--- src/hdl/mlft_pkg.sv ---
// Package with constants, codes and types of the MAC forwarding table.
package mlft_pkg;

  localparam int TABLE_ENTRIES = 16;
  localparam int PORT_COUNT    = 16;
  localparam int IDX_W         = $clog2(TABLE_ENTRIES);
  localparam int MAC_W         = 48;
  localparam int PORT_W        = 4;
  localparam int ACT_W         = 2;

  localparam logic [MAC_W-1:0] BCAST_ADDR = {MAC_W{1'b1}};

  typedef enum logic {
    OP_REGISTER = 1'b0,
    OP_FORWARD  = 1'b1
  } op_t;

  typedef enum logic [ACT_W-1:0] {
    ACT_LINK_ACK  = 2'd0,
    ACT_UNICAST   = 2'd1,
    ACT_BROADCAST = 2'd2,
    ACT_DROP      = 2'd3
  } action_t;

  typedef enum logic {
    ST_IDLE = 1'b0,
    ST_EXEC = 1'b1
  } state_t;

  typedef struct packed {
    logic load;
    logic commit;
  } dp_cmd_t;

endpackage

--- src/hdl/mlft_if.sv ---
// Valid/ready channel interfaces for items and results.
interface mlft_in_if;
  logic                         valid;
  logic                         ready;
  logic                         operation;
  logic [mlft_pkg::PORT_W-1:0]  source_port;
  logic [mlft_pkg::MAC_W-1:0]   mac_address;

  modport source (output valid, output operation, output source_port,
                  output mac_address, input ready);
  modport sink   (input valid, input operation, input source_port,
                  input mac_address, output ready);
endinterface

interface mlft_out_if;
  logic                         valid;
  logic                         ready;
  logic [mlft_pkg::ACT_W-1:0]   action;
  logic [mlft_pkg::PORT_W-1:0]  dest_port;
  logic                         table_full;

  modport source (output valid, output action, output dest_port,
                  output table_full, input ready);
  modport sink   (input valid, input action, input dest_port,
                  input table_full, output ready);
endinterface

--- src/hdl/mlft_ctrl.sv ---
// Controller state machine: sequences accept, table update and result hold.
module mlft_ctrl (
  input  logic              clk,
  input  logic              rst_n,
  input  logic              in_valid,
  output logic              in_ready,
  output logic              out_valid,
  input  logic              out_ready,
  output mlft_pkg::dp_cmd_t cmd
);

  mlft_pkg::state_t state_r, state_nxt;
  logic             out_valid_r, out_valid_nxt;
  logic             commit;

  assign commit = (state_r == mlft_pkg::ST_EXEC) && (!out_valid_r || out_ready);

  always_comb begin
    state_nxt = state_r;
    unique case (state_r)
      mlft_pkg::ST_IDLE: begin
        if (in_valid) state_nxt = mlft_pkg::ST_EXEC;
      end
      mlft_pkg::ST_EXEC: begin
        if (commit) state_nxt = mlft_pkg::ST_IDLE;
      end
      default: state_nxt = mlft_pkg::ST_IDLE;
    endcase
  end

  always_comb begin
    in_ready   = 1'b0;
    cmd.load   = 1'b0;
    cmd.commit = 1'b0;
    unique case (state_r)
      mlft_pkg::ST_IDLE: begin
        in_ready = 1'b1;
        cmd.load = in_valid;
      end
      mlft_pkg::ST_EXEC: begin
        cmd.commit = commit;
      end
      default: begin
        in_ready = 1'b0;
      end
    endcase
  end

  assign out_valid_nxt = commit || (out_valid_r && !out_ready);
  assign out_valid     = out_valid_r;

  always_ff @(posedge clk) begin
    if (!rst_n) begin
      state_r     <= mlft_pkg::ST_IDLE;
      out_valid_r <= 1'b0;
    end else begin
      state_r     <= state_nxt;
      out_valid_r <= out_valid_nxt;
    end
  end

endmodule

--- src/hdl/mlft_dp.sv ---
// Datapath: item register, entry table, parallel match and result register.
module mlft_dp (
  input  logic                        clk,
  input  logic                        rst_n,
  input  mlft_pkg::dp_cmd_t           cmd,
  input  logic                        in_operation,
  input  logic [mlft_pkg::PORT_W-1:0] in_source_port,
  input  logic [mlft_pkg::MAC_W-1:0]  in_mac_address,
  output logic [mlft_pkg::ACT_W-1:0]  out_action,
  output logic [mlft_pkg::PORT_W-1:0] out_dest_port,
  output logic                        out_table_full
);

  localparam int N = mlft_pkg::TABLE_ENTRIES;

  logic                        op_r;
  logic [mlft_pkg::PORT_W-1:0] src_r;
  logic [mlft_pkg::MAC_W-1:0]  mac_r;

  logic [N-1:0]                valid_r;
  logic [mlft_pkg::MAC_W-1:0]  addr_r [N];
  logic [mlft_pkg::PORT_W-1:0] port_r [N];

  mlft_pkg::action_t           action_r, action_nxt;
  logic [mlft_pkg::PORT_W-1:0] dest_r, dest_nxt;
  logic                        full_r, full_nxt;

  logic [N-1:0]                match;
  logic                        hit, free_any, src_ok, wr_en;
  logic [mlft_pkg::IDX_W-1:0]  hit_idx, free_idx, wr_idx;

  always_comb begin
    for (int i = 0; i < N; i++) begin
      match[i] = valid_r[i] && (addr_r[i] == mac_r);
    end
  end

  always_comb begin
    hit_idx  = '0;
    free_idx = '0;
    for (int i = N - 1; i >= 0; i--) begin
      if (match[i])    hit_idx  = mlft_pkg::IDX_W'(i);
      if (!valid_r[i]) free_idx = mlft_pkg::IDX_W'(i);
    end
  end

  assign hit      = |match;
  assign free_any = ~&valid_r;
  assign src_ok   = int'(src_r) < mlft_pkg::PORT_COUNT;

  always_comb begin
    action_nxt = mlft_pkg::ACT_DROP;
    dest_nxt   = '0;
    full_nxt   = 1'b0;
    wr_en      = 1'b0;
    wr_idx     = hit ? hit_idx : free_idx;
    if (!src_ok) begin
      dest_nxt = src_r;
    end else if (op_r == mlft_pkg::OP_REGISTER) begin
      action_nxt = mlft_pkg::ACT_LINK_ACK;
      dest_nxt   = src_r;
      wr_en      = hit || free_any;
      full_nxt   = !(hit || free_any);
    end else if (mac_r == mlft_pkg::BCAST_ADDR) begin
      action_nxt = mlft_pkg::ACT_BROADCAST;
      dest_nxt   = src_r;
    end else if (hit) begin
      action_nxt = mlft_pkg::ACT_UNICAST;
      dest_nxt   = port_r[hit_idx];
    end
  end

  always_ff @(posedge clk) begin
    if (cmd.load) begin
      op_r  <= in_operation;
      src_r <= in_source_port;
      mac_r <= in_mac_address;
    end
  end

  always_ff @(posedge clk) begin
    if (!rst_n) begin
      valid_r <= '0;
    end else if (cmd.commit && wr_en) begin
      valid_r[wr_idx] <= 1'b1;
    end
  end

  always_ff @(posedge clk) begin
    if (cmd.commit && wr_en) begin
      addr_r[wr_idx] <= mac_r;
      port_r[wr_idx] <= src_r;
    end
  end

  always_ff @(posedge clk) begin
    if (cmd.commit) begin
      action_r <= action_nxt;
      dest_r   <= dest_nxt;
      full_r   <= full_nxt;
    end
  end

  assign out_action     = action_r;
  assign out_dest_port  = dest_r;
  assign out_table_full = full_r;

endmodule

--- src/hdl/mac_learning_forward_table.sv ---
// Top level of the layer-2 MAC learning and forwarding table.
// Usage:
//   in_ch carries one transaction per item: operation (register host address
//   or forward packet), source_port and a 48-bit mac_address.
//   out_ch returns exactly one result per item: action, dest_port, table_full.
//   Both channels transfer when valid and ready are high at a rising clk edge.
// Each item is latched in the item register when accepted; the 16-entry parallel
//   address match, table update and result load follow when the controller
//   commits it, which waits while an earlier result is still stalled in the
//   output register. No new item is accepted until that commit.
// An item may be accepted while an earlier result still waits in the output
//   register; the controller then holds the new item until that result leaves.
// Reset (rst_n low, synchronous) clears all entry valid bits, empties the
//   output register and returns the controller to idle.
// When out_ch.ready stays low the result and its valid hold steady.
module mac_learning_forward_table (
  input  logic clk,
  input  logic rst_n,
  mlft_in_if.sink    in_ch,
  mlft_out_if.source out_ch
);

  mlft_pkg::dp_cmd_t cmd;

  mlft_ctrl u_ctrl (
    .clk       (clk),
    .rst_n     (rst_n),
    .in_valid  (in_ch.valid),
    .in_ready  (in_ch.ready),
    .out_valid (out_ch.valid),
    .out_ready (out_ch.ready),
    .cmd       (cmd)
  );

  mlft_dp u_dp (
    .clk            (clk),
    .rst_n          (rst_n),
    .cmd            (cmd),
    .in_operation   (in_ch.operation),
    .in_source_port (in_ch.source_port),
    .in_mac_address (in_ch.mac_address),
    .out_action     (out_ch.action),
    .out_dest_port  (out_ch.dest_port),
    .out_table_full (out_ch.table_full)
  );

endmodule

--- src/flat_wrapper.sv ---
// flat-port wrapper written by rule: the top's interface ports become plain ports
module mac_learning_forward_table_flat 
  (clk, rst_n, in_ch_valid, in_ch_operation, in_ch_source_port, in_ch_mac_address, in_ch_ready, out_ch_valid, out_ch_action, out_ch_dest_port, out_ch_table_full, out_ch_ready);
  mlft_in_if in_ch_i ();
  mlft_out_if out_ch_i ();
  input  logic clk;
  input  logic rst_n;
  input wire logic [$bits(in_ch_i.valid)-1:0] in_ch_valid;
  input wire logic [$bits(in_ch_i.operation)-1:0] in_ch_operation;
  input wire logic [$bits(in_ch_i.source_port)-1:0] in_ch_source_port;
  input wire logic [$bits(in_ch_i.mac_address)-1:0] in_ch_mac_address;
  output wire logic [$bits(in_ch_i.ready)-1:0] in_ch_ready;
  output wire logic [$bits(out_ch_i.valid)-1:0] out_ch_valid;
  output wire logic [$bits(out_ch_i.action)-1:0] out_ch_action;
  output wire logic [$bits(out_ch_i.dest_port)-1:0] out_ch_dest_port;
  output wire logic [$bits(out_ch_i.table_full)-1:0] out_ch_table_full;
  input wire logic [$bits(out_ch_i.ready)-1:0] out_ch_ready;
  assign in_ch_i.valid = in_ch_valid;
  assign in_ch_i.operation = in_ch_operation;
  assign in_ch_i.source_port = in_ch_source_port;
  assign in_ch_i.mac_address = in_ch_mac_address;
  assign in_ch_ready = in_ch_i.ready;
  assign out_ch_valid = out_ch_i.valid;
  assign out_ch_action = out_ch_i.action;
  assign out_ch_dest_port = out_ch_i.dest_port;
  assign out_ch_table_full = out_ch_i.table_full;
  assign out_ch_i.ready = out_ch_ready;
  mac_learning_forward_table u_core (.clk(clk), .rst_n(rst_n), .in_ch(in_ch_i), .out_ch(out_ch_i));
endmodule
--- config.mk ---
export PLATFORM = sky130hd
export DESIGN_NAME = mac_learning_forward_table_flat
export DESIGN_NICKNAME = d
export VERILOG_FILES = /design/src/hdl/mlft_pkg.sv /design/src/hdl/mlft_if.sv /design/src/hdl/mlft_ctrl.sv /design/src/hdl/mlft_dp.sv /design/src/hdl/mac_learning_forward_table.sv /design/src/flat_wrapper.sv
export SDC_FILE = /design/constraint.sdc
export NUM_CORES = 1
export LEC_CHECK = 0
export BUFFER_PORTS_ARGS = -buffer_cell sky130_fd_sc_hd__buf_4
export CAP_MARGIN = 15
export CORE_MARGIN = 2
export CORE_UTILIZATION = 26
export DETAILED_ROUTE_END_ITERATION = 10
export PLACE_DENSITY = 0.42
export SLEW_MARGIN = 20
export SYNTH_ARGS = -nofsm -noshare
export SYNTH_HDL_FRONTEND = slang
export SYNTH_SLANG_ARGS = --single-unit
--- constraint.sdc ---
create_clock -name clk -period 7.7 [get_ports clk]
set_input_delay 0 -clock clk [delete_from_list [all_inputs] [get_ports clk]]
set_output_delay 0 -clock clk [all_outputs]
set_load 0.01 [all_outputs]
# == Yosys cells after proc, flatten, opt, wreduce, memory -nomap -nowiden ==
# Memories as Yosys holds them, arrays and structs flattened.
# Cells that the tools add are included.
# classes
magnitude_cmp,2
n_eq_ne,17
n_mux,49
bitwise_logic,3
n_reduce_logical,30
# op_table
cell,n
$eq 48x48->1,16
$mux 4,36
$eq 48x48->1 const B,1
$logic_and 1x1->1,20
$or 16x16->16,1
$reduce_and 16->1,1
$reduce_or 16->1,1
$mux 1,9
$lt 4x5->1 const B,1
$demux 1 s4,1
$ge 4x1->1 const B,1
$logic_not 1->1,4
$mux 2,2
$logic_or 1x1->1,3
$not 1->1,2
$pmux 1 s2,1
$reduce_or 2->1,1
# word_totals
regBits,78
ramBits,832
output_inout_bits,9
wordCells,113
n_memories,2
# memory_table
memory,depth,word_bits,rd,rd_ports_with_merged_regs,wr,line,text
u_core.u_dp.addr_r,16,48,16,0,1,mlft_dp.sv:21,logic [mlft_pkg::MAC_W-1:0] addr_r [N];
u_core.u_dp.port_r,16,4,1,0,1,mlft_dp.sv:22,logic [mlft_pkg::PORT_W-1:0] port_r [N];

# == Depth between registers and ports, before layout ==
# Gate-level depths: netlist (run 1).
# An unclocked memory read counts as a cell.
# logic_depth
depth_word,25
depth_mapped,16

# == Cells and area by module ==
# Synthesis (run 1) repeated with hierarchy kept, for this count alone.
# hier_totals
hier_cells,2867
area_unflattened_um2,40885.5
# by_module_without_submodules
mod,n_inst,cells_each,area_each_um2
mlft_dp,1,2858,40782.9
mlft_ctrl,1,9,102.6

# == Least setup slack after synthesis (run 1) ==
# Ideal clock, no wire load.
# synth_timing
path_kind,flip-flop to flip-flop
from,reg u_core.u_dp.mac_r[14] in the netlist's numbering
to,"mem u_core.u_dp.addr_r[8][0] in the netlist's numbering, enable pin"
t_arrival_ps,5617
required_ps,7236
path_slack_ps,1620
path_stages_with_launch,13
period_less_slack_ps,6080
cell_sequence,edfxtp_1 buf_2 buf_1 xor2_1 nor4_1 nand2_1 or3b_2 nor3b_1 nand2b_1 o21bai_1 buf_2 o211ai_1 nor2_1
# synth_via
elab_chain_len,19
elab_cells_between_ends,55
cone_classes,16 x eq/ne; 20 x mux; 19 x reduce/logical
# synth_rtl
item,line,text
"start, declared",mlft_dp.sv:18,logic [mlft_pkg::MAC_W-1:0] mac_r;
"start signal, assigned",mlft_dp.sv:77,mac_r <= in_mac_address;
$eq 48x48->1,mlft_dp.sv:34,match[i] = valid_r[i] && (addr_r[i] == mac_r);
$logic_and 1x1->1,mlft_dp.sv:34,
$mux 4 (16 in a row),mlft_dp.sv:42,if (match[i]) hit_idx = mlft_pkg::IDX_W'(i);
$mux 4,mlft_dp.sv:56,wr_idx = hit ? hit_idx : free_idx;
"end, declared",mlft_dp.sv:21,
# Parallel ways exist; a longest one is shown, timed or not.

# == Worst setup path in the final report (run 1) ==
# layout_timing
from,reg u_core.u_dp.mac_r[16] in the netlist's numbering
to,"mem u_core.u_dp.addr_r[13][35] in the netlist's numbering, enable pin"
# The elaborated chain is that of the path after synthesis.

==> results.toml, run 1 <==
[sta]
fin_setup_tns_ns = 0
fmax_ghz = 0.167
worst_pin_slew_ns = 1.17
timing.final.hold_violations = 0
relSlewSlack = 0.215
fin_ws_ns = 1.70
final-setup-viol-count = 0
post-route-min-period_ns = 6.00
drv_slew = 0
fin_skew_ns = 0.0308
whs_ns = 0.0525
rsz0062_at_grt = "no"
post-route-period-util = 0.779

[routing]
drc = 0
ant_nets = 0
drt_iter0_drc = 2271
routedWlPerCell_um = 27.9
first_pass_iters = 5
num_vias = 25400
viasPerCell = 4.82
wl_um = 148000

[clock_network]
postCtsSetupRepairBufs = 0
cts.reportedPaths.clkPinSlew_ns = 0.06
cts_buffers = 105
clock_latency_ns = 0.71
ctsHoldBuffers = 94
cts_tree = "done"
clock-root-buffer = "clkbuf_16"
cts.sinks = 910
cts_resized = 0
clockBufferDepth = 3
htree_levels = 3

[logic_synthesis]
synth_edf_count = 892
synth_area_leaders = "edfxtp_1 66%, xor2_1 7.6%, xnor2_1 7.3%"
synth.area.mux_share = 0.00467
netlist_area_um2 = 40700
post-synth-top-count-cell = "edfxtp_1"
synthCells = 2850
ys_top_cells_by_count = "892 x edfxtp_1, 353 x xor2_1, 341 x xnor2_1"
async_flop_share = 0
synthFlopType = "edfxtp_1"
synth_xor_area_frac = 0.149
synth_top_family_by_area = "XOR/XNOR gates"
seq_area_frac_synth = 0.666
ys_types = 76
syn_area_per_cell_um2 = 14.3
synthAdderAreaFrac = 0
syn_nets = 2907
synthSimpleGateAreaFrac = 0.135
synth_compound_area_frac = 0.0276
synth-seq-cells = 910
yosysTopAreaCell = "edfxtp_1"
yosysWarnings = 0
yosysTopAreaCellShare = 0.658

[status]
status = "completed"

[die]
ios = 66
die-area_um2 = 160000
core_area_um2 = 156000
die_h_um = 400
initial_core_util = 0.261
dieWidth_um = 400
rows = 145

[placement]
port_buffers = 65
placed_area_um2 = 44600
place.gp.congestion = 0.852
hpwl_um = 95300
pre_cts_slack_ns = 1.77

[global_routing]
grt_max_degree = 54
grt_antenna_before_repair = 6
track_usage = 0.183
grt_overflow = 0
grt_first_pass_wirelength_um = 205000
first_global_vias = 25500

[flow_run]
maxCapViolCount = 0

[setup_path]
cp-start-kind = "flop"
cp_top_family = "simple AND/OR/NAND/NOR gates"
path_cells = "buf_4, xnor2_1, nand4_1, or4_1, or4_1, nand2_1, a21oi_1, o311ai_2, nand3b_2, o21ai_1, nand2b_1, nor2_4, buf_4"
critPathArrivalTime_ns = 6.33
crit_type = "flop to flop"
crit_path_max_fanout = 49
max_stage_delay_ns = 1.02
path_buf_inv = 2
r2r_start = "u_core.u_dp.mac_r[16]$_DFFE_PP_"
crit_slowest_cell = "edfxtp_1"
cp.required_ns = 8.03
crit_start = "u_core.u_dp.mac_r[16]$_DFFE_PP_"
reg2regPathDepth = 13
crit_cells = 13
critical_path.endpoint_type = "flop"

[power]
finalPower_mw = 11.3
power_density_nw_per_um2 = 232
p_leak_nw = 15.3
ir_worst_vdd_mv = 0.168

[cells_and_area]
fin_area_um2 = 48900
nets = 3191
syn_to_final_growth_pct = 20.0
drive_gt1_frac = 0.118

[hold_path]
hold_start = "in_ch_mac_address[34]"
whs_path_depth = 2
hold_class = "primary input to flop"
-- registers in the layout, indices dropped and copies added, names as in the netlist --
name / flops
u_core.u_ctrl.out_valid: 1
u_core.u_ctrl.state_r: 1
u_core.u_dp.addr_r: 768
u_core.u_dp.mac_r: 48
u_core.u_dp.op_r: 1
u_core.u_dp.out_action: 2
u_core.u_dp.out_dest_port: 4
u_core.u_dp.out_table_full: 1
u_core.u_dp.port_r: 64
u_core.u_dp.src_r: 4
u_core.u_dp.valid_r: 16
-- routing by layer --
layer  part of all wire  global-route usage
met1               0.46               0.253
met2               0.47               0.302
met3              0.044              0.0218
met4              0.028              0.0546
met5                  0                   0
-- final cells by class --
cell class | instances | area [um2]
Sequential cell | 910 | 27100
Multi-Input combinational cell | 1789 | 13000
Clock inverter | 62 | 494
Fill cell | 15300 | 107000
Antenna cell | 4 | 10.0
Tap cell | 2058 | 2570
Timing Repair Buffer | 281 | 2640
Clock buffer | 129 | 2800
Inverter | 47 | 176
-- power breakdown --
group / internal, mW / total [mW] / switching [mW] / leakage, nW
Combinational: 0.279 / 0.875 / 0.597 / 5.43
Sequential: 5.49 / 5.55 / 0.0604 / 8.20
Clock: 2.80 / 4.90 / 2.10 / 1.62
-- layout by cell type, fill, tap and decap left out, types with 9 or more instances in the layout --
| cell | n |
|---|---|
| buf_12 | 23 |
| buf_4 | 163 |
| nor4b_1 | 18 |
| a21oi_1 | 9 |
| clkinv_1 | 18 |
| nor3b_1 | 9 |
| clkbuf_16 | 107 |
| xor2_1 | 353 |
| nand4_1 | 198 |
| xnor2_1 | 341 |
| o2111ai_1 | 21 |
| nor2_4 | 16 |
| inv_1 | 47 |
| nor4_1 | 169 |
| edfxtp_1 | 892 |
| clkinv_2 | 27 |
| dlygate4sd3_1 | 94 |
| nand4b_1 | 12 |
| nand2_1 | 106 |
| dfxtp_1 | 18 |
| nor2_1 | 49 |
| nor2b_1 | 21 |
| or4_1 | 32 |
| nand2b_1 | 131 |
| clkbuf_1 | 18 |
| or3_1 | 10 |
| mux2i_1 | 19 |
| nand3_1 | 62 |
| nor3_1 | 45 |
| o21ai_0 | 20 |
| o21a_1 | 18 |
-- kinds of logic after synthesis --
logic type	count (synthesis)
AOI/OAI and AO/OA	145
DFF	910
buffers and inverters	151
and+or+nand+nor	931
xor gates and xnor gates	694
muxes	19
-- path summary, 6_finish.rpt --
check / slack [ns] / end
setup / recovery: 1.70 / u_core.u_dp.addr_r[13][35]$_DFFE_PP_
hold / removal: 0.05 / u_core.u_dp.mac_r[34]$_DFFE_PP_
setup reg to reg: 1.70 / u_core.u_dp.addr_r[13][35]$_DFFE_PP_
hold reg to reg: 0.61 / u_core.u_dp.valid_r[15]$_SDFFE_PN0P_
-- metrics by stage --
stage,instances,util
2_1_floorplan,2850,-
3_3_place_gp,4990,0.286
3_5_place_dp,4991,0.286
4_1_cts,5276,0.314
5_1_grt,5276,0.314
6_report,5280,0.314
(Power assumes the default switching activity.)
==> run 2, diff against run 1 <==
--- a/config.mk
+++ b/config.mk
@@ -5,12 +5,13 @@
 export SDC_FILE = /design/constraint.sdc
 export NUM_CORES = 1
 export LEC_CHECK = 0
+export ABC_AREA = 1
 export BUFFER_PORTS_ARGS = -buffer_cell sky130_fd_sc_hd__buf_4
 export CAP_MARGIN = 15
 export CORE_MARGIN = 2
 export CORE_UTILIZATION = 26
 export DETAILED_ROUTE_END_ITERATION = 10
-export PLACE_DENSITY = 0.42
+export PLACE_DENSITY = 0.43
 export SLEW_MARGIN = 20
 export SYNTH_ARGS = -nofsm -noshare
 export SYNTH_HDL_FRONTEND = slang
==> constraint.sdc (replaced) <==
create_clock -name clk -period 5.4 [get_ports clk]
set_input_delay 0 -clock clk [delete_from_list [all_inputs] [get_ports clk]]
set_output_delay 0 -clock clk [all_outputs]
set_load 0.01 [all_outputs]
==> run 2 against run 1 <==
Clock skew is 0.0065 ns higher. First-iteration DRC count is 69% higher. Register-to-register slack worse by 0.99 ns. Area after synthesis is 3.6% lower. Combinational power is 45% higher. Total power is 40% higher. Via count is 9.9% higher. Worst setup slack worse by 0.99 ns. Cell count is 4.5% higher. Sequential power is 42% higher. Wire length is 12% higher. Clock power is 36% higher.
==> results.toml, run 2 <==
[clock_network]
clock_latency_ns = 0.71
clockBufferDepth = 3
cts.sinks = 910
htree_levels = 3
cts_resized = 0
cts_tree = "done"
clock-root-buffer = "clkbuf_16"
cts.reportedPaths.clkPinSlew_ns = 0.06
cts_buffers = 102

[setup_path]
critPathArrivalTime_ns = 5.10
cp.required_ns = 5.81
crit_slowest_cell = "edfxtp_1"
r2r_slack_ns = 0.71
cp-start-kind = "flop"
crit_path_max_fanout = 21
crit_type = "flop to flop"
path_cells = "buf_4, o22ai_1, nor3_1, nand3_1, nor2_1, nand2_1, nand2_1, nand2_1, nand2_1, nand2_1, nand2_1, nand2_1, nand2_1, nand2_1, nand2_1, nand2_2, nand2_4, nand2_4, nand2_2, nand2_2, nor2_4, buf_4"
max_stage_delay_ns = 0.61
cp_common_cell = "nand2_1"
critical_path.endpoint_type = "flop"

[power]
power_switching_mw = 3.89
cellInternalPower_mw = 11.9
seq_power_share = 0.499
ir_worst_vdd_mv = 0.257
power_density_nw_per_um2 = 335
p_sw_frac = 0.246
p_leak_nw = 16.2
clockPowerShare = 0.421
combPwrFrac = 0.080

[cells_and_area]
reg.largest.list = "u_core.u_dp.addr_r (768), u_core.u_dp.port_r (64), u_core.u_dp.mac_r (48)"
nets = 3480
layout_common_cells = "892 x edfxtp_1, 616 x nand2_1, 205 x buf_4"
regMostFlops = "u_core.u_dp.addr_r"
drive_gt1_frac = 0.154
largest_register_ffs = 768
syn_to_final_growth_pct = 20.2
fin_util = 0.315
layout_commonest_cell = "edfxtp_1"

[sta]
timing.final.hold_violations = 0
fin_setup_tns_ns = 0
post-route-period-util = 0.869
fin_ws_ns = 0.710
worst_pin_slew_ns = 0.980
final-setup-viol-count = 0
relSlewSlack = 0.329
whs_ns = 0.0351
rsz0062_at_grt = "no"
fin_skew_ns = 0.0373
fmax_ghz = 0.213
drv_slew = 0
post-route-min-period_ns = 4.69

[global_routing]
first_global_vias = 26500
grt_overflow = 0
grt_max_degree = 54
grt_antenna_before_repair = 19
track_usage = 0.212
grt_first_pass_wirelength_um = 223000

[routing]
wl_um = 165000
routedWlPerCell_um = 30.0
first_pass_iters = 6
drt_iter0_drc = 3845
drc = 0
num_vias = 28000
ant_nets = 0
viasPerCell = 5.07

[die]
ios = 66
initial_core_util = 0.262
die-area_um2 = 154000
dieWidth_um = 393
rows = 142
core_area_um2 = 150000
die_h_um = 393

[logic_synthesis]
netlist_area_um2 = 39300
seq_area_frac_synth = 0.691
async_flop_share = 0
syn_area_per_cell_um2 = 12.6
syn_nets = 3176
post-synth-top-count-cell = "edfxtp_1"
yosysWarnings = 0
synthFlopType = "edfxtp_1"
ys_types = 55
yosysTopAreaCell = "edfxtp_1"
synth-seq-cells = 910
synth_area_leaders = "edfxtp_1 68%, nand2_1 5.9%, xor2_1 2.6%"
ys_top_cells_by_count = "892 x edfxtp_1, 616 x nand2_1, 188 x o21ai_0"
synthCells = 3119
synth_edf_count = 892
yosysTopAreaCellShare = 0.682

[flow_run]
maxCapViolCount = 0

[placement]
pre_cts_slack_ns = 0.705
port_buffers = 65
place.gp.congestion = 0.893
hpwl_um = 107000

[status]
status = "completed"

[hold_path]
hold_class = "primary input to flop"
run 2: routing by layer:
layer,wire length [um],vias to the layer above,part of all wire,track usage
met4,7060,2,0.043,0.0859
met1,69000,14200,0.42,0.287
met2,75400,1522,0.46,0.338
met3,13900,320,0.084,0.0344
met5,13,-,0.000079,0
li1,-,12000,-,-
run 2: path summary, 6_finish.rpt:
| path | depth (start not counted) | start | endpoint |
|---|---|---|---|
| setup reg to reg | 22 | u_core.u_dp.mac_r[9]$_DFFE_PP_ | u_core.u_dp.addr_r[5][28]$_DFFE_PP_ |
| hold reg to reg | 1 | u_core.u_dp.valid_r[11]$_SDFFE_PN0P_ | u_core.u_dp.valid_r[11]$_SDFFE_PN0P_ |
| setup / recovery | 22 | u_core.u_dp.mac_r[9]$_DFFE_PP_ | u_core.u_dp.addr_r[5][28]$_DFFE_PP_ |
| hold / removal | 2 | in_ch_mac_address[11] | u_core.u_dp.mac_r[11]$_DFFE_PP_ |
run 2: metrics by stage:
step	instance area (um2)	instances	power (mW)
global placement	43300	5252	9.23
finish	47200	5519	15.8
CTS	47200	5516	15.9
detailed placement	43300	5252	9.23
global route	47200	5516	16.2
floorplan	39300	3119	8.53
run 2: layout make-up:
cell class,instances,area [um2]
Fill cell,15100,103000
Clock buffer,133,2720
Sequential cell,910,27100
Inverter,212,806
Multi-Input combinational cell,1864,10400
Clock inverter,48,379
Antenna cell,3,7.51
Tap cell,2016,2520
Timing Repair Buffer,333,3270
run 2: worst max-delay path: cells and delay by family, from the launching register on:
family          cells  cell delay, ns
compound gates      1            0.19
buf+inv             2            0.83
flops               1            0.61
simple gates       19            2.72
run 2: power by group through the flow:
stage / Sequential, mW / Combinational [mW] / Clock, mW
finish: 7.89 / 1.27 / 6.66
global route: 7.89 / 1.29 / 7.03
CTS: 7.89 / 1.24 / 6.78
detailed placement: 8.04 / 1.20 / 0
global placement: 8.03 / 1.20 / 0
floorplan: 8.06 / 0.475 / 0
run 2: cells by family (layout without fill, tap and decap cells):
logic type,Yosys count,after routing,synth area share
XOR/XNOR,195,195,0.0435
flip-flops,910,910,0.691
AND/OR/NAND/NOR,1136,1136,0.130
buffers and inverters,345,726,0.0464
other,0,3,0
AO/OA/AOI/OAI,533,533,0.0893
run 2: timing repair:
item / in CTS / in global routing
endpoints found under the hold margin: 82 / 0
hold buffers: 83 / 0
setup buffers: 0 / 0
